**config.mk**
```make
export PLATFORM = sky130hd
export DESIGN_NAME = rc5_ir_edge_decoder_flat
export DESIGN_NICKNAME = d
export VERILOG_FILES = /design/src/hw/rtl/rcd_pkg.sv /design/src/hw/rtl/rcd_in_if.sv /design/src/hw/rtl/rcd_out_if.sv /design/src/hw/rtl/rcd_classify.sv /design/src/hw/rtl/rcd_queue.sv /design/src/hw/rtl/rcd_exec.sv /design/src/hw/rtl/rc5_ir_edge_decoder.sv /design/src/flat_wrapper.sv
export SDC_FILE = /design/constraint.sdc
export NUM_CORES = 1
export LEC_CHECK = 0
export BUFFER_PORTS_ARGS = -buffer_cell sky130_fd_sc_hd__buf_2
export CAP_MARGIN = 20
export CORE_AREA = 8 8 105 107
export CTS_BUF_LIST = sky130_fd_sc_hd__clkbuf_4
export DETAILED_ROUTE_END_ITERATION = 7
export DIE_AREA = 0 0 113 115
export GPL_TIMING_DRIVEN = 1
export PLACE_DENSITY = 0.88
export SLEW_MARGIN = 20
export SYNTH_ARGS = -nofsm -noshare
export SYNTH_HDL_FRONTEND = slang
export SYNTH_SLANG_ARGS = --single-unit
```
**constraint.sdc**
```tcl
create_clock -name clk -period 3.5 [get_ports clk]
set_input_delay 0.175 -clock clk [delete_from_list [all_inputs] [get_ports clk]]
set_output_delay 0.175 -clock clk [all_outputs]
set_load 0.02 [all_outputs]
```
**src/hw/rtl/rcd_pkg.sv**
```systemverilog
// Package for the RC5 infrared edge decoder.
// Holds the request and result codes, the queued operation type and the frame constants.
// No dependencies.
package rcd_pkg;

	typedef enum logic {
		EV_EDGE    = 1'b0,
		EV_TIMEOUT = 1'b1
	} ev_t;

	typedef enum logic [1:0] {
		CLS_INVALID = 2'd0,
		CLS_ONE     = 2'd1,
		CLS_TWO     = 2'd2
	} cls_t;

	typedef enum logic [1:0] {
		ST_NONE    = 2'd0,
		ST_FRAME   = 2'd1,
		ST_TIMING  = 2'd2,
		ST_NOFRAME = 2'd3
	} status_t;

	typedef enum logic [1:0] {
		CFG_BIT_TICKS      = 2'd0,
		CFG_TOLERANCE      = 2'd1,
		CFG_ADDRESS_FILTER = 2'd2
	} cfg_idx_t;

	// One classified request as it travels from the front to the back.
	typedef struct packed {
		ev_t  ev;
		cls_t cls;
	} op_t;

	localparam logic [7:0] AGC_MIN    = 8'h30;
	localparam logic [7:0] ANY_ADDR   = 8'h80;
	localparam logic [5:0] HALF_FULL  = 6'd27;
	localparam logic [5:0] HALF_SHORT = 6'd26;
	localparam logic [5:0] HALF_MAX   = 6'd63;

	localparam logic [7:0] BIT_TICKS_RST      = 8'd68;
	localparam logic [5:0] TOLERANCE_RST      = 6'd11;
	localparam logic [7:0] ADDRESS_FILTER_RST = 8'd128;

endpackage

```
**src/hw/rtl/rcd_in_if.sv**
```systemverilog
// Input channel of the RC5 infrared edge decoder: edge and timeout requests.
// No dependencies.
interface rcd_in_if;
	logic       valid;
	logic       ready;
	logic       func;
	logic [7:0] edge_ticks;

	modport source (output valid, output func, output edge_ticks, input ready);
	modport sink   (input valid, input func, input edge_ticks, output ready);
endinterface

```
**src/hw/rtl/rcd_out_if.sv**
```systemverilog
// Output channel of the RC5 infrared edge decoder: one result per request.
// No dependencies.
interface rcd_out_if;
	logic       valid;
	logic       ready;
	logic [1:0] status;
	logic [5:0] command;
	logic [4:0] address;
	logic       toggle;

	modport source (output valid, output status, output command, output address,
		output toggle, input ready);
	modport sink   (input valid, input status, input command, input address,
		input toggle, output ready);
endinterface

```
**src/hw/rtl/rcd_classify.sv**
```systemverilog
// Front end of the RC5 decoder: turns a request into a classified operation.
// Depends on rcd_pkg.
module rcd_classify
	import rcd_pkg::*;
(
	input  logic       func,
	input  logic [7:0] edge_ticks,
	input  logic [7:0] bit_ticks,
	input  logic [5:0] tolerance,
	output op_t        op
);

	logic signed [9:0] t_s, whole_s, half_s, dev_s;

	assign t_s     = $signed({2'b00, edge_ticks});
	assign whole_s = $signed({2'b00, bit_ticks});
	assign half_s  = $signed({3'b000, bit_ticks[7:1]});
	assign dev_s   = $signed({4'b0000, tolerance});

	always_comb begin
		op.ev = (func == 1'b1) ? EV_TIMEOUT : EV_EDGE;
		if (t_s > whole_s + dev_s) begin
			op.cls = CLS_INVALID;
		end else if (t_s < half_s - dev_s) begin
			op.cls = CLS_INVALID;
		end else if (t_s > whole_s - dev_s) begin
			op.cls = CLS_TWO;
		end else if (t_s > half_s + dev_s) begin
			op.cls = CLS_INVALID;
		end else begin
			op.cls = CLS_ONE;
		end
	end

endmodule

```
**src/hw/rtl/rcd_queue.sv**
```systemverilog
// Small FIFO that decouples the classifier from the frame engine.
// Depends on rcd_pkg.
module rcd_queue
	import rcd_pkg::*;
#(
	parameter int DEPTH = 2
) (
	input  logic clk,
	input  logic arst_n,
	input  logic push,
	input  op_t  push_op,
	output logic full,
	input  logic pop,
	output logic not_empty,
	output op_t  head_op
);

	localparam int PW = (DEPTH > 1) ? $clog2(DEPTH) : 1;
	localparam int CW = $clog2(DEPTH + 1);
	localparam logic [PW-1:0] LAST = PW'(DEPTH - 1);
	localparam logic [CW-1:0] FULL_CNT = CW'(DEPTH);

	op_t           mem_q [DEPTH];
	logic [PW-1:0] wr_ptr_q, rd_ptr_q;
	logic [CW-1:0] count_q;
	logic          do_push, do_pop;

	assign full      = (count_q == FULL_CNT);
	assign not_empty = (count_q != '0);
	assign head_op   = mem_q[rd_ptr_q];
	assign do_push   = push && !full;
	assign do_pop    = pop && not_empty;

	always_ff @(posedge clk) begin
		if (do_push) begin
			mem_q[wr_ptr_q] <= push_op;
		end
	end

	always_ff @(posedge clk or negedge arst_n) begin
		if (!arst_n) begin
			wr_ptr_q <= '0;
			rd_ptr_q <= '0;
			count_q  <= '0;
		end else begin
			if (do_push) begin
				wr_ptr_q <= (wr_ptr_q == LAST) ? '0 : wr_ptr_q + 1'b1;
			end
			if (do_pop) begin
				rd_ptr_q <= (rd_ptr_q == LAST) ? '0 : rd_ptr_q + 1'b1;
			end
			if (do_push && !do_pop) begin
				count_q <= count_q + 1'b1;
			end else if (do_pop && !do_push) begin
				count_q <= count_q - 1'b1;
			end
		end
	end

	a_count_bound: assert property (@(posedge clk) disable iff (!arst_n)
		count_q <= FULL_CNT) else $error("queue count beyond depth");

	a_push_counts: assert property (@(posedge clk) disable iff (!arst_n)
		(do_push && !do_pop) |=> (count_q == $past(count_q) + 1'b1))
		else $error("push without pop did not grow the queue");

endmodule

```
**src/hw/rtl/rcd_exec.sv**
```systemverilog
// Back end of the RC5 decoder: frame state, timeout decode and the output register.
// Depends on rcd_pkg and rcd_out_if.
module rcd_exec
	import rcd_pkg::*;
(
	input  logic       clk,
	input  logic       arst_n,
	input  logic       op_valid,
	input  op_t        op,
	output logic       op_pop,
	input  logic [7:0] address_filter,
	rcd_out_if.source  out_ch
);

	logic [15:0] frame_q;
	logic [5:0]  half_q;
	logic        seen_q, parity_q, blocked_q;

	logic        out_valid_q;
	status_t     status_q;
	logic [5:0]  command_q;
	logic [4:0]  address_q;
	logic        toggle_q;

	logic [5:0]  half_a, half_b;
	logic [15:0] frame_a, frame_b, frame_t;
	logic [4:0]  adr_t;
	logic        agc_ok, addr_ok, frame_ok;

	assign op_pop = op_valid && (!out_valid_q || out_ch.ready);

	// Two half-bit steps of the shift register; a two-half-bit interval takes both.
	always_comb begin
		half_a  = (half_q != HALF_MAX) ? half_q + 1'b1 : half_q;
		frame_a = half_a[0] ? {frame_q[14:0], parity_q} : frame_q;
		half_b  = (half_a != HALF_MAX) ? half_a + 1'b1 : half_a;
		frame_b = half_b[0] ? {frame_a[14:0], parity_q} : frame_a;
	end

	// Timeout decode: a frame that stopped one half-bit short gets its last bit completed.
	always_comb begin
		frame_t  = (half_q == HALF_SHORT) ? {frame_q[14:0], 1'b0} : frame_q;
		agc_ok   = ((half_q == HALF_SHORT) || (half_q == HALF_FULL))
			&& (frame_t[15:8] >= AGC_MIN);
		adr_t    = frame_t[10:6];
		addr_ok  = address_filter[7] || (address_filter == {3'b000, adr_t});
		frame_ok = agc_ok && addr_ok;
	end

	always_ff @(posedge clk or negedge arst_n) begin
		if (!arst_n) begin
			frame_q     <= '0;
			half_q      <= '0;
			seen_q      <= 1'b0;
			parity_q    <= 1'b0;
			blocked_q   <= 1'b0;
			out_valid_q <= 1'b0;
		end else begin
			if (op_pop) begin
				out_valid_q <= 1'b1;
			end else if (out_ch.ready) begin
				out_valid_q <= 1'b0;
			end
			if (op_pop) begin
				if (op.ev == EV_TIMEOUT) begin
					half_q    <= '0;
					seen_q    <= 1'b0;
					parity_q  <= 1'b0;
					blocked_q <= 1'b0;
				end else if (!blocked_q) begin
					parity_q <= ~parity_q;
					if (!seen_q) begin
						seen_q  <= 1'b1;
						frame_q <= '0;
					end else begin
						case (op.cls)
							CLS_ONE: begin
								half_q  <= half_a;
								frame_q <= frame_a;
							end
							CLS_TWO: begin
								half_q  <= half_b;
								frame_q <= frame_b;
							end
							default: begin
								blocked_q <= 1'b1;
								half_q    <= '0;
							end
						endcase
					end
				end
			end
		end
	end

	always_ff @(posedge clk) begin
		if (op_pop) begin
			if (op.ev == EV_TIMEOUT && frame_ok) begin
				status_q  <= ST_FRAME;
				command_q <= frame_t[5:0];
				address_q <= adr_t;
				toggle_q  <= frame_t[11];
			end else begin
				command_q <= '0;
				address_q <= '0;
				toggle_q  <= 1'b0;
				if (op.ev == EV_TIMEOUT) begin
					status_q <= ST_NOFRAME;
				end else if (!blocked_q && seen_q && op.cls != CLS_ONE
						&& op.cls != CLS_TWO) begin
					status_q <= ST_TIMING;
				end else begin
					status_q <= ST_NONE;
				end
			end
		end
	end

	assign out_ch.valid   = out_valid_q;
	assign out_ch.status  = status_q;
	assign out_ch.command = command_q;
	assign out_ch.address = address_q;
	assign out_ch.toggle  = toggle_q;

	a_rearm: assert property (@(posedge clk) disable iff (!arst_n)
		(op_pop && op.ev == EV_TIMEOUT) |=> (!seen_q && !blocked_q && half_q == '0))
		else $error("decoder did not rearm after a timeout");

	a_blocked_frozen: assert property (@(posedge clk) disable iff (!arst_n)
		(op_pop && op.ev == EV_EDGE && blocked_q) |=> ($stable(frame_q) && $stable(parity_q)))
		else $error("blocked edge changed the frame state");

	a_payload_clean: assert property (@(posedge clk) disable iff (!arst_n)
		(out_valid_q && status_q != ST_FRAME) |-> (command_q == '0 && address_q == '0
		&& !toggle_q)) else $error("result payload set without an accepted frame");

endmodule

```
**src/hw/rtl/rc5_ir_edge_decoder.sv**
```systemverilog
// Top level of the RC5 infrared edge decoder.
// Depends on rcd_pkg, rcd_in_if, rcd_out_if, rcd_classify, rcd_queue and rcd_exec.
//
// The decoder takes one request per clock cycle while its FIFO has room, and returns
// exactly one result for every request, in order. A request is either a line edge,
// carrying the timer ticks since the previous edge, or a frame timeout. The front end
// compares the interval against the bit_ticks and tolerance registers and tags it as
// one half-bit, two half-bits or a timing error; the tagged request then waits in a
// short FIFO (QUEUE_DEPTH entries) until the frame engine takes it. The frame engine
// holds the 16-bit shift register, the half-bit count and the blocking flag, and on a
// timeout it completes a short frame, checks the AGC bits and the address filter, and
// reports command, address and toggle. The frame engine takes one request per cycle
// while its output register is free or being read. A request is written into the
// FIFO and then moves into the output register, which drives the result on the output
// channel. When the output side stalls, the FIFO absorbs up to QUEUE_DEPTH further
// requests before input ready drops. Configuration writes land on the next clock edge
// and must only be made while no request is in flight.
module rc5_ir_edge_decoder
	import rcd_pkg::*;
#(
	parameter int QUEUE_DEPTH = 2
) (
	input  logic       clk,
	input  logic       arst_n,
	rcd_in_if.sink     in_ch,
	rcd_out_if.source  out_ch,
	input  logic       cfg_we,
	input  logic [1:0] cfg_index,
	input  logic [7:0] cfg_data
);

	logic [7:0] bit_ticks_q;
	logic [5:0] tolerance_q;
	logic [7:0] address_filter_q;

	op_t  cls_op, head_op;
	logic q_full, q_not_empty, q_pop;

	// Configuration registers; writes to an unused index are dropped.
	always_ff @(posedge clk or negedge arst_n) begin
		if (!arst_n) begin
			bit_ticks_q      <= BIT_TICKS_RST;
			tolerance_q      <= TOLERANCE_RST;
			address_filter_q <= ADDRESS_FILTER_RST;
		end else if (cfg_we) begin
			case (cfg_index)
				CFG_BIT_TICKS:      bit_ticks_q      <= cfg_data;
				CFG_TOLERANCE:      tolerance_q      <= cfg_data[5:0];
				CFG_ADDRESS_FILTER: address_filter_q <= cfg_data;
				default: ;
			endcase
		end
	end

	// Front end: classification is stateless, so it sits right on the input channel.
	rcd_classify u_classify (
		.func       (in_ch.func),
		.edge_ticks (in_ch.edge_ticks),
		.bit_ticks  (bit_ticks_q),
		.tolerance  (tolerance_q),
		.op         (cls_op)
	);

	// The input request is taken whenever the FIFO has room.
	assign in_ch.ready = !q_full;

	rcd_queue #(
		.DEPTH (QUEUE_DEPTH)
	) u_queue (
		.clk       (clk),
		.arst_n    (arst_n),
		.push      (in_ch.valid),
		.push_op   (cls_op),
		.full      (q_full),
		.pop       (q_pop),
		.not_empty (q_not_empty),
		.head_op   (head_op)
	);

	// Back end: frame state and the registered result.
	rcd_exec u_exec (
		.clk            (clk),
		.arst_n         (arst_n),
		.op_valid       (q_not_empty),
		.op             (head_op),
		.op_pop         (q_pop),
		.address_filter (address_filter_q),
		.out_ch         (out_ch)
	);

endmodule
```
**src/flat_wrapper.sv**
```systemverilog
// flat-port wrapper written by rule: the top's interface ports become plain ports
module rc5_ir_edge_decoder_flat import rcd_pkg::*;
#(
	parameter int QUEUE_DEPTH = 2
)
  (clk, arst_n, cfg_we, cfg_index, cfg_data, in_ch_valid, in_ch_func, in_ch_edge_ticks, in_ch_ready, out_ch_valid, out_ch_status, out_ch_command, out_ch_address, out_ch_toggle, out_ch_ready);
  rcd_in_if in_ch_i ();
  rcd_out_if out_ch_i ();
  input  logic clk;
  input  logic arst_n;
  input  logic cfg_we;
  input  logic [1:0] cfg_index;
  input  logic [7:0] cfg_data;
  input wire logic [$bits(in_ch_i.valid)-1:0] in_ch_valid;
  input wire logic [$bits(in_ch_i.func)-1:0] in_ch_func;
  input wire logic [$bits(in_ch_i.edge_ticks)-1:0] in_ch_edge_ticks;
  output wire logic [$bits(in_ch_i.ready)-1:0] in_ch_ready;
  output wire logic [$bits(out_ch_i.valid)-1:0] out_ch_valid;
  output wire logic [$bits(out_ch_i.status)-1:0] out_ch_status;
  output wire logic [$bits(out_ch_i.command)-1:0] out_ch_command;
  output wire logic [$bits(out_ch_i.address)-1:0] out_ch_address;
  output wire logic [$bits(out_ch_i.toggle)-1:0] out_ch_toggle;
  input wire logic [$bits(out_ch_i.ready)-1:0] out_ch_ready;
  assign in_ch_i.valid = in_ch_valid;
  assign in_ch_i.func = in_ch_func;
  assign in_ch_i.edge_ticks = in_ch_edge_ticks;
  assign in_ch_ready = in_ch_i.ready;
  assign out_ch_valid = out_ch_i.valid;
  assign out_ch_status = out_ch_i.status;
  assign out_ch_command = out_ch_i.command;
  assign out_ch_address = out_ch_i.address;
  assign out_ch_toggle = out_ch_i.toggle;
  assign out_ch_i.ready = out_ch_ready;
  rc5_ir_edge_decoder #(.QUEUE_DEPTH(QUEUE_DEPTH)) u_core (.clk(clk), .arst_n(arst_n), .in_ch(in_ch_i), .out_ch(out_ch_i), .cfg_we(cfg_we), .cfg_index(cfg_index), .cfg_data(cfg_data));
endmodule
```
==> flow_summary.json, run 1 <==
{
  "maxCapViolCount": 0,
  "grt_pass1_vias": 4691,
  "drt-total-wl_mm": 13.59,
  "drc": 0,
  "avgViaCountPerCell": 6.338,
  "p_switching_mw": 1.660,
  "die_h_um": 115,
  "num_vias": 4918,
  "synthArstFlopShare": 0.7222,
  "power.share.clock": 0.115,
  "p_comb_frac": 0.542,
  "die_x_um": 113,
  "tightest_slew_ns": 0.9452,
  "area_delta_synth_final_pct": 9.033,
  "diodes": 0,
  "worstSetupPathType": "register to register",
  "cts-root-buf": "clkbuf_4",
  "final_cell_mix": "ha_1 (62), a21oi_1 (56), nand2_1 (48)",
  "clk_latency_ns": 0.43,
  "routedWlPerCell_um": 17.51,
  "io_pins": 40,
  "synth_edf_count": 20,
  "yosys_warnings": 0,
  "p_per_area_mw_per_mm2": 613.5,
  "p_int_mw": 2.148,
  "cp_max_fo": 4,
  "seq_power_share": 0.343,
  "hp-class": "primary input to register",
  "cpMaxStageDelayCell": "dfstp_2",
  "yosys_most_used_dff": "dfrtp_1",
  "grt_pass1_wl_mm": 22.15,
  "arrival_ns": 3.47,
  "p_leak_nw": 2.737,
  "synth_cell_types": 69,
  "tritoncts": "built",
  "crit_required_ns": 3.67,
  "relSlewSlack": 0.3699,
  "gp_congestion": 0.9669,
  "n_fill_cell": 750,
  "grt_util_all_layers": 0.2110,
  "start_kind": "register",
  "status": "finished clean",
  "fin_tns_setup_ns": 0,
  "max_freq_ghz": 0.3030,
  "core_mm2": 0.009459,
  "layout_commonest_cell": "ha_1",
  "portBuffers": 39,
  "die_area_mm2": 0.01300,
  "clock_skew_ns": 0.02276,
  "finalCritPeriodShare": 0.9429,
  "ant_nets": 0,
  "cts.sinks": 72,
  "swShare": 0.4360,
  "h-tree-depth": 3,
  "slowest_delay_ns": 0.60,
  "clockBufferDepth": 2,
  "avgSynthCellArea_um2": 9.227,
  "setup_viol": 0,
  "vdd_drop_max_mv": 0.3590,
  "core.rowCount": 36,
  "clkSlewWorstSetupHoldPaths_ns": 0.11,
  "fin_nets": 747,
  "final_layout_size_suffix_gt1_frac": 0.1692,
  "finalMaxSlewViolations": 0,
  "cts-buffers-inserted": 9,
  "synth_nets": 707,
  "grt_max_degree": 43,
  "hpwl_mm": 10.34,
  "first_iter_violations": 504,
  "fin_cells": 776,
  "placed_cells": 753,
  "yosysSeqAreaShare": 0.3354,
  "rsz0062_at_grt": "false",
  "initial_utilization": 0.6019,
  "post-route-min-period_ns": 3.300,
  "synth_area_mm2": 0.005693,
  "grt_antenna_before_repair": 0,
  "syn-instance-count": 617,
  "drtPass1Iterations": 5,
  "finalHoldViolCount": 0,
  "grt_overflow_total": 0,
  "path_cells": "inv_2 > ha_1 > nor2b_1 > o21a_1 > o21ai_0 > a21oi_1 > o211a_1 > a311oi_1 > ha_1 > and3_1 > and3_1 > a311oi_2 > nor3b_2",
  "cp-end-kind": "register",
  "ys_ff_latch": 72
}
[critical path: cells and delay by family, from the launching register on]
kind                     cells  cell delay [ns]
flip-flops                   1             0.60
AND/OR/NAND/NOR              4             0.56
buffers and inverters        1             0.09
AO/OA/AOI/OAI                6             1.20
adder cells (fa/ha/maj)      2             0.60
[timing repair]
action                                  CTS  global route
hold buffers                              6             0
resized for setup                         0            15
hold endpoints to repair                 42             0
endpoints found under the setup margin    0            14
setup buffers                             0             1
[cells by family after synthesis]
kind of cell / synth area share
AOI/OAI and AO/OA: 0.2009
buffers and inverters: 0.05560
DFF: 0.3354
adders and majority gates: 0.1503
xor gates and xnor gates: 0.04000
and+or+nand+nor: 0.1657
muxes: 0.05209
[per-stage QoR]
| step | worst slack [ns] | power [mW] | hold WS, ns | instance area, um2 | util |
|---|---|---|---|---|---|
| final | 0.1999 | 3.808 | 0.01040 | 6207 | 0.6562 |
| after global routing | 0.008753 | 4.116 | 0.008264 | 6207 | 0.6562 |
| after global placement | 0.1409 | 3.180 | 0.3522 | 5977 | 0.6319 |
| after CTS | 0.01317 | 3.741 | 0.004448 | 6145 | 0.6496 |
| after detailed placement | 0.03839 | 3.298 | 0.3696 | 5977 | 0.6319 |
| after floorplan | 0.3350 | 2.767 | -0.1206 | 5693 | - |
[path summary, 6_finish.rpt]
| check | startpoint | endpoint | slack, ns | cells past startpoint |
|---|---|---|---|---|
| min | out_ch_ready | u_core.u_exec.out_ch.valid | 0.01 | 3 |
| min reg2reg | u_core.u_queue.wr_ptr_q | u_core.u_queue.wr_ptr_q | 0.50 | 1 |
| max in group asynchronous | arst_n | u_core.u_exec.frame_q[15] | 2.35 | 3 |
| max reg2reg | u_core.tolerance_q[1] | u_core.u_queue.mem_q[1][1] | 0.20 | 13 |
| min in group asynchronous | arst_n | u_core.u_exec.frame_q[4] | 0.42 | 2 |
| max | u_core.tolerance_q[1] | u_core.u_queue.mem_q[1][1] | 0.20 | 13 |
[synthesized netlist by cell type (4+ instances only)]
library cell  instances  share of area
a31oi_1               4         0.0044
xor2_1                5         0.0077
nand4_1               7         0.0077
mux2i_1               6          0.011
mux2_2               19          0.038
inv_1                42          0.028
and3_1               20          0.022
nor2b_1               9         0.0099
xnor2_1              21          0.032
dfrtp_1              46           0.20
edfxtp_1             20           0.11
nand3_1              24          0.021
dfstp_2               6          0.028
nand2_1              48          0.032
o21ai_0              40          0.035
clkbuf_1             14         0.0092
buf_2                12          0.011
nor2_1               24          0.016
o211ai_1              5         0.0066
a21o_1               13          0.017
a211oi_1              4         0.0053
ha_1                 62           0.14
a221o_1              15          0.026
nand2b_1              9         0.0099
a21oi_1              56          0.049
a311oi_1              4         0.0062
nor3_1               10         0.0088
o21a_1                5         0.0066
fa_1                  4          0.014
[flip-flops by register name, indices dropped and copies added (netlist names)]
| signal | cells |
|---|---|
| u_core.u_exec.out_ch.toggle | 1 |
| u_core.u_queue.wr_ptr_q | 1 |
| u_core.u_queue.count_q | 2 |
| u_core.u_exec.parity_q | 1 |
| u_core.bit_ticks_q | 8 |
| u_core.u_exec.half_q | 6 |
| u_core.address_filter_q | 8 |
| u_core.u_queue.rd_ptr_q | 1 |
| u_core.u_queue.mem_q | 6 |
| u_core.u_exec.frame_q | 16 |
| u_core.u_exec.out_ch.command | 6 |
| u_core.u_exec.out_ch.address | 5 |
| u_core.u_exec.out_ch.valid | 1 |
| u_core.u_exec.blocked_q | 1 |
| u_core.u_exec.seen_q | 1 |
| u_core.tolerance_q | 6 |
| u_core.u_exec.out_ch.status | 2 |
[layout make-up]
type                    count  area, um2  share of cell area
multi-input cells         471       3522              0.5674
clock inverters             5      25.02            0.004031
well taps                 114      142.6             0.02298
clock buffers              11      82.58             0.01330
inverters                  44      165.2             0.02661
flip-flops and latches     72       1909              0.3076
repair buffers             59      360.3             0.05805
[power groups by stage]
stage | Clock (mW) | Sequential [mW] | Combinational [mW]
3_3_place_gp | 0 | 1.30 | 1.88
2_1_floorplan | 0 | 1.32 | 1.45
3_5_place_dp | 0 | 1.32 | 1.98
5_1_grt | 0.486 | 1.33 | 2.30
6_report | 0.437 | 1.31 | 2.06
4_1_cts | 0.445 | 1.30 | 1.99
[metal layers]
layer,routed length (um),global-route usage
met1,5752,0.2586
met5,0,0
met3,937,0.05410
met2,6570,0.3504
met4,330,0.08171
Note: power is estimated with default switching activity, not from simulation.
==> inputs of run 2 (changes only) <==
RECOVER_POWER = 100   (was unset)
==> run 2 against run 1 <==
The flow now finishes with violations (max-capacitance violations, max-slew violations). Register-to-register slack about the same. Cell count unchanged. Utilization decreased by 0.61 points. Via count is 0.26% higher. Power decreased by 1.2%. Sequential power about the same. Sequential share of layout area up 0.29 points. Non-clock buffer count is the same. Combinational power decreased by 2%. Critical path type unchanged. Largest power group unchanged.
==> flow_summary.json, run 2 (same netlist as run 1, synthesis figures left out) <==
{
  "status": "finished with violations",
  "violations": "max-capacitance violations, max-slew violations",
  "clkSlewWorstSetupHoldPaths_ns": 0.11,
  "multiInputGateArea_mm2": 0.003510,
  "r2r_setup_slack_ns": 0.19,
  "initial_utilization": 0.6019,
  "die_area_mm2": 0.01300,
  "cp_max_fo": 4,
  "core_mm2": 0.009459,
  "area_delta_synth_final_pct": 8.022,
  "largest_reg_flops": 16,
  "cp_top_family": "compound AO/OA/AOI/OAI gates",
  "rsz0062_at_grt": "false",
  "gp_congestion": 0.9669,
  "stdcell_area_mm2": 0.006150,
  "crit_required_ns": 3.74,
  "top_register": "u_core.u_exec.frame_q",
  "r2r-end": "u_core.u_queue.mem_q[0][0]",
  "p_comb_frac": 0.538,
  "n_fill_cell": 765,
  "drt-total-wl_mm": 13.56,
  "routedWlPerCell_um": 17.48,
  "cts-buffers-inserted": 9,
  "reg.largest.list": "u_core.u_exec.frame_q x16, u_core.address_filter_q x8, u_core.bit_ticks_q x8",
  "hpwl_mm": 10.34,
  "p_int_mw": 2.104,
  "layout_commonest_cell": "ha_1",
  "drtPass1Iterations": 7,
  "grt_max_degree": 43,
  "swShare": 0.4407,
  "p_per_area_mw_per_mm2": 611.8,
  "hp-class": "primary input to register",
  "placed_cell_area_mm2": 0.005977,
  "finalCritPeriodShare": 0.9447,
  "r2r_cells": 13,
  "grt_util_all_layers": 0.2110,
  "cp.depth": 13,
  "tritoncts": "built",
  "wl_met3_mm": 1.084,
  "p_leak_nw": 2.662,
  "maxCapViolCount": 1,
  "avgViaCountPerCell": 6.354,
  "path_buf_inv": 1,
  "ant_nets": 0,
  "relSlewSlack": -0.5005,
  "clock_skew_ns": 0.02413,
  "max_freq_ghz": 0.3024,
  "io_pins": 40,
  "timing.rr.start": "u_core.tolerance_q[1]",
  "worstSetupPathType": "register to register",
  "num_vias": 4931,
  "critPathLaunch": "u_core.tolerance_q[1]",
  "h-tree-depth": 3,
  "met1_length_mm": 5.622,
  "path_cells": "inv_2 > ha_1 > nor2b_1 > o21a_1 > o21ai_0 > a21oi_1 > o211a_1 > a311oi_1 > ha_1 > and3_1 > a221oi_2 > a311oi_2 > nor4b_2",
  "cts-root-buf": "clkbuf_4",
  "final-seq-area_mm2": 0.001909,
  "vdd_drop_max_mv": 0.3602,
  "slowest_delay_ns": 0.60,
  "cpMaxStageDelayCell": "dfstp_2",
  "post-route-min-period_ns": 3.307,
  "highest_layer": "met4",
  "arrival_ns": 3.54,
  "tightest_slew_ns": 2.251,
  "grt_overflow_total": 0,
  "drc": 0,
  "power.share.clock": 0.117,
  "seq_power_share": 0.346,
  "grt_antenna_before_repair": 0,
  "crit_top_cell": "ha_1",
  "grt_pass1_wl_mm": 22.15,
  "portBuffers": 39,
  "fin_tns_setup_ns": 0,
  "finalHoldViolCount": 0,
  "endpoint": "u_core.u_queue.mem_q[0][0]",
  "cts.sinks": 72,
  "fin_nets": 747,
  "finalMaxSlewViolations": 43,
  "start_kind": "register",
  "setup_viol": 0,
  "die_h_um": 115,
  "die_x_um": 113,
  "grt_pass1_vias": 4691,
  "diodes": 0,
  "clockBufferDepth": 2,
  "wl_met2_mm": 6.509,
  "final_layout_size_suffix_gt1_frac": 0.1254,
  "clk_latency_ns": 0.43,
  "first_iter_violations": 470,
  "final_cell_mix": "ha_1 (62), a21oi_1 (56), nand2_1 (48)",
  "p_switching_mw": 1.658,
  "core.rowCount": 36,
  "cp-end-kind": "register"
}
-- run 2: worst reg2reg max path, delay by kind of cell (launching register included) --
family	cells	cell delay [ns]
buffers and inverters	1	0.09
AND/OR/NAND/NOR	3	0.56
flip-flops	1	0.60
adder cells (fa/ha/maj)	2	0.60
AO/OA/AOI/OAI	7	1.29
-- run 2: power by group through the flow --
stage | logic, mW | registers (mW) | clock network [mW]
2_1_floorplan | 1.45 | 1.32 | 0
3_3_place_gp | 1.88 | 1.30 | 0
3_5_place_dp | 1.98 | 1.32 | 0
4_1_cts | 1.99 | 1.30 | 0.445
5_1_grt | 2.26 | 1.33 | 0.486
6_report | 2.02 | 1.30 | 0.439
-- run 2: worst min-delay path by stage --
stage / slack (ns) / startpoint / depth (start not counted) / to
finish: 0.01 / out_ch_ready / 3 / u_core.u_exec.out_ch.valid
CTS: 0.004 / cfg_data[3] / 2 / u_core.address_filter_q[3]
detailed placement: 0.37 / arst_n / 1 / u_core.u_queue.wr_ptr_q
global route: 0.008 / cfg_data[4] / 2 / u_core.address_filter_q[4]
global placement: 0.35 / arst_n / 1 / u_core.u_exec.out_ch.valid
floorplan: -0.12 / arst_n / 0 / u_core.address_filter_q[0]
-- run 2: metrics by stage --
step | power, mW | setup slack (ns) | std cells | util | hold slack (ns)
floorplan | 2.767 | 0.3350 | 617 | - | -0.1206
global placement | 3.180 | 0.1409 | 753 | 0.6319 | 0.3522
detailed placement | 3.298 | 0.03839 | 753 | 0.6319 | 0.3696
CTS | 3.741 | 0.01317 | 775 | 0.6496 | 0.004448
global route | 4.069 | 0.007349 | 776 | 0.6501 | 0.008264
finish | 3.763 | 0.1935 | 776 | 0.6501 | 0.01148
-- run 2: area by class of cell --
class | count | area share
multi-input combinational | 471 | 0.5707
tap | 114 | 0.02319
clock buffer | 11 | 0.01343
timing repair buffer | 59 | 0.05127
clock inverter | 5 | 0.004069
sequential | 72 | 0.3105
inverter | 44 | 0.02686
-- run 2: metal layers --
metal | vias up | global-route usage
met1 | 2314 | 0.2586
li1 | 2340 | -
met2 | 243 | 0.3504
met5 | - | 0
met4 | 0 | 0.08171
met3 | 34 | 0.05410
-- run 2: repair_timing --
action,in CTS,in global routing
endpoints found under the setup margin,0,14
endpoints found under the hold margin,42,0
gates resized for setup,0,15
setup buffers,0,1
hold buffers,6,0
==> inputs of run 3 (changes only) <==
ABC_AREA = 1   (was unset)
REMOVE_ABC_BUFFERS = 1   (was unset)
==> run 3 against run 2 <==
The flow still finishes with violations (max-capacitance violations, max-slew violations). Setup slack better by 0.11 ns. Global-route usage is 0.19 points lower. Via count is 3.2% higher. Synthesized cell count is 23% higher. Power is 5.8% higher. Critical path depth is 3 higher. Combinational power is 5% higher. Hold slack better by 0.012 ns. Wire length is 2.2% lower. Synthesized area is 0.62% higher. Critical path type unchanged.
==> flow_summary.json, run 3 <==
{
  "status": "finished with violations",
  "cts-root-buf": "clkbuf_4",
  "path_cells": "inv_1 > ha_1 > o31ai_2 > a21oi_1 > o21ai_1 > nand2_1 > inv_1 > o21ai_0 > ha_1 > nand2_1 > nor2_1 > nand2_1 > o211ai_1 > o21ai_0 > nand3_1 > nor2_1",
  "synthAdderAreaFrac": 0.1494,
  "drc": 0,
  "grt_pass1_vias": 4929,
  "layout_commonest_cell": "nand2_1",
  "violations": "max-capacitance violations, max-slew violations",
  "tightest_slew_ns": 1.645,
  "cp_max_fo": 6,
  "core.rowCount": 36,
  "setup_viol": 0,
  "portBuffers": 39,
  "synth_top_cells_by_count": "nand2_1 (204), inv_1 (102), o21ai_0 (70)",
  "synth_top_area_cell": "dfrtp_1",
  "finalMaxSlewViolations": 30,
  "synth_cell_types": 42,
  "io_pins": 40,
  "fin_cells": 919,
  "p_leak_nw": 3.062,
  "top_register": "u_core.u_exec.frame_q",
  "reg.largest.list": "u_core.u_exec.frame_q x16, u_core.address_filter_q x8, u_core.bit_ticks_q x8",
  "final_cell_mix": "nand2_1 (206), inv_1 (103), o21ai_0 (69)",
  "arrival_ns": 3.38,
  "yosys_warnings": 0,
  "synth_top_area_frac": 0.2010,
  "clk_latency_ns": 0.43,
  "max_freq_ghz": 0.3124,
  "drt-total-wl_mm": 13.26,
  "clkSlewWorstSetupHoldPaths_ns": 0.12,
  "avgSynthCellArea_um2": 7.547,
  "clockBufferDepth": 2,
  "die_area_mm2": 0.01300,
  "hp-class": "primary input to register",
  "cpMaxStageDelayCell": "dfstp_2",
  "hpwl_mm": 10.01,
  "area_delta_synth_final_pct": 6.706,
  "vdd_drop_max_mv": 0.3219,
  "syn-instance-count": 759,
  "relSlewSlack": -0.09685,
  "finalHoldViolCount": 0,
  "synth_compound_area_frac": 0.1193,
  "largest_reg_flops": 16,
  "cp-end-kind": "register",
  "grt_overflow_total": 0,
  "grt_util_all_layers": 0.2091,
  "slowest_delay_ns": 0.63,
  "synthSimpleGateAreaFrac": 0.2750,
  "final_util": 0.6462,
  "fin_nets": 890,
  "synth_top_family_by_area": "simple AND/OR/NAND/NOR gates",
  "start_kind": "register",
  "crit_required_ns": 3.68,
  "netlist_top_cells_area": "dfrtp_1 (20%), ha_1 (14%), nand2_1 (13%)",
  "cts-buffers-inserted": 9,
  "placed_cells": 896,
  "grt_antenna_before_repair": 0,
  "diodes": 0,
  "avgViaCountPerCell": 5.536,
  "muxShareOfSynthArea": 0,
  "ys_ff_latch": 72,
  "clock_skew_ns": 0.02165,
  "synthArstFlopShare": 0.7222,
  "fin_tns_setup_ns": 0,
  "p_per_area_mw_per_mm2": 651.5,
  "cts.sinks": 72,
  "routedWlPerCell_um": 14.43,
  "initial_utilization": 0.6056,
  "tritoncts": "built",
  "finalCritPeriodShare": 0.9145,
  "synth_most_common_cell": "nand2_1",
  "final_layout_size_suffix_gt1_frac": 0.08323,
  "num_vias": 5088,
  "cp_top_family": "compound AO/OA/AOI/OAI gates",
  "grt_max_degree": 34,
  "rsz0062_at_grt": "false",
  "maxCapViolCount": 1,
  "h-tree-depth": 3,
  "drtPass1Iterations": 5,
  "post-route-min-period_ns": 3.201,
  "die_h_um": 115,
  "post_cts_buffers": 0,
  "synth-xor-area-share": 0.03670,
  "synth_area_mm2": 0.005728,
  "yosysSeqAreaShare": 0.3333,
  "path_buf_inv": 2,
  "crit_top_cell": "nand2_1",
  "synth_edf_count": 20,
  "yosys_most_used_dff": "dfrtp_1",
  "first_iter_violations": 347,
  "worstSetupPathType": "register to register",
  "ant_nets": 0,
  "die_x_um": 113,
  "core_mm2": 0.009459,
  "gp_congestion": 0.9139,
  "grt_pass1_wl_mm": 22.43
}
run 3: final timing paths:
kind                                      startpoint                         end  slack (ns)  cells past startpoint
setup / recovery               u_core.tolerance_q[1]  u_core.u_queue.mem_q[1][0]        0.30                     16
hold / removal                           cfg_data[7]  u_core.address_filter_q[7]        0.02                      3
setup reg to reg               u_core.tolerance_q[1]  u_core.u_queue.mem_q[1][0]        0.30                     16
hold reg to reg            u_core.u_queue.count_q[0]   u_core.u_queue.count_q[0]        0.49                      1
max in group asynchronous                     arst_n     u_core.u_queue.rd_ptr_q        0.84                      3
min in group asynchronous                     arst_n  u_core.address_filter_q[5]        0.53                      2
run 3: routing by layer:
| metal | track usage | part of all wire | up-vias |
|---|---|---|---|
| met5 | 0 | 0 | - |
| met4 | 0.05506 | 0.016 | 0 |
| met3 | 0.05305 | 0.065 | 23 |
| met2 | 0.3560 | 0.48 | 155 |
| met1 | 0.2589 | 0.44 | 2356 |
| li1 | - | - | 2554 |
run 3: what timing repair did:
action                     in CTS  in global routing
hold buffers                    6                  1
hold endpoints to repair       24                  1
setup endpoints to repair       0                  2
resized for setup               0                  3
run 3: kinds of logic (layout without fill, tap and decap cells):
group | Yosys count | count (layout)
AOI/OAI and AO/OA | 128 | 128
xor gates and xnor gates | 24 | 24
and+or+nand+nor | 345 | 345
buffers and inverters | 124 | 170
DFF | 72 | 72
adders and majority gates | 66 | 66
run 3: cell type report:
| cell class | count | area (um2) |
|---|---|---|
| Clock buffer | 11 | 82.58 |
| Sequential cell | 72 | 1909 |
| Clock inverter | 5 | 48.80 |
| Timing Repair Buffer | 50 | 264.0 |
| Fill cell | 804 | 3347 |
| Inverter | 104 | 390.4 |
| Multi-Input combinational cell | 563 | 3274 |
| Tap cell | 114 | 142.6 |
run 3: power by group:
| part | switching [mW] | total, mW | internal [mW] |
|---|---|---|---|
| Combinational | 1.40 | 2.12 | 0.724 |
| Sequential | 0.187 | 1.33 | 1.15 |
| Clock | 0.301 | 0.530 | 0.229 |
run 3: worst reg2reg max path: cells and delay by family, from the launching register on:
kind	cells	cell delay (ns)
AOI/OAI and AO/OA	6	0.93
buffers and inverters	2	0.19
and+or+nand+nor	6	0.54
DFF	1	0.63
adders and majority gates	2	0.67
run 3: metrics by stage:
step,total power [mW],hold WS [ns],cell area [um2],setup slack [ns]
after CTS,4.011,0.007031,6183,0.1506
after global placement,3.357,0.1727,5992,0.3922
after detailed placement,3.466,0.1798,5992,0.1822
after floorplan,2.893,-0.1206,5624,0.5865
after global routing,4.354,0.02751,6112,0.05102
final,3.982,0.02305,6112,0.2993
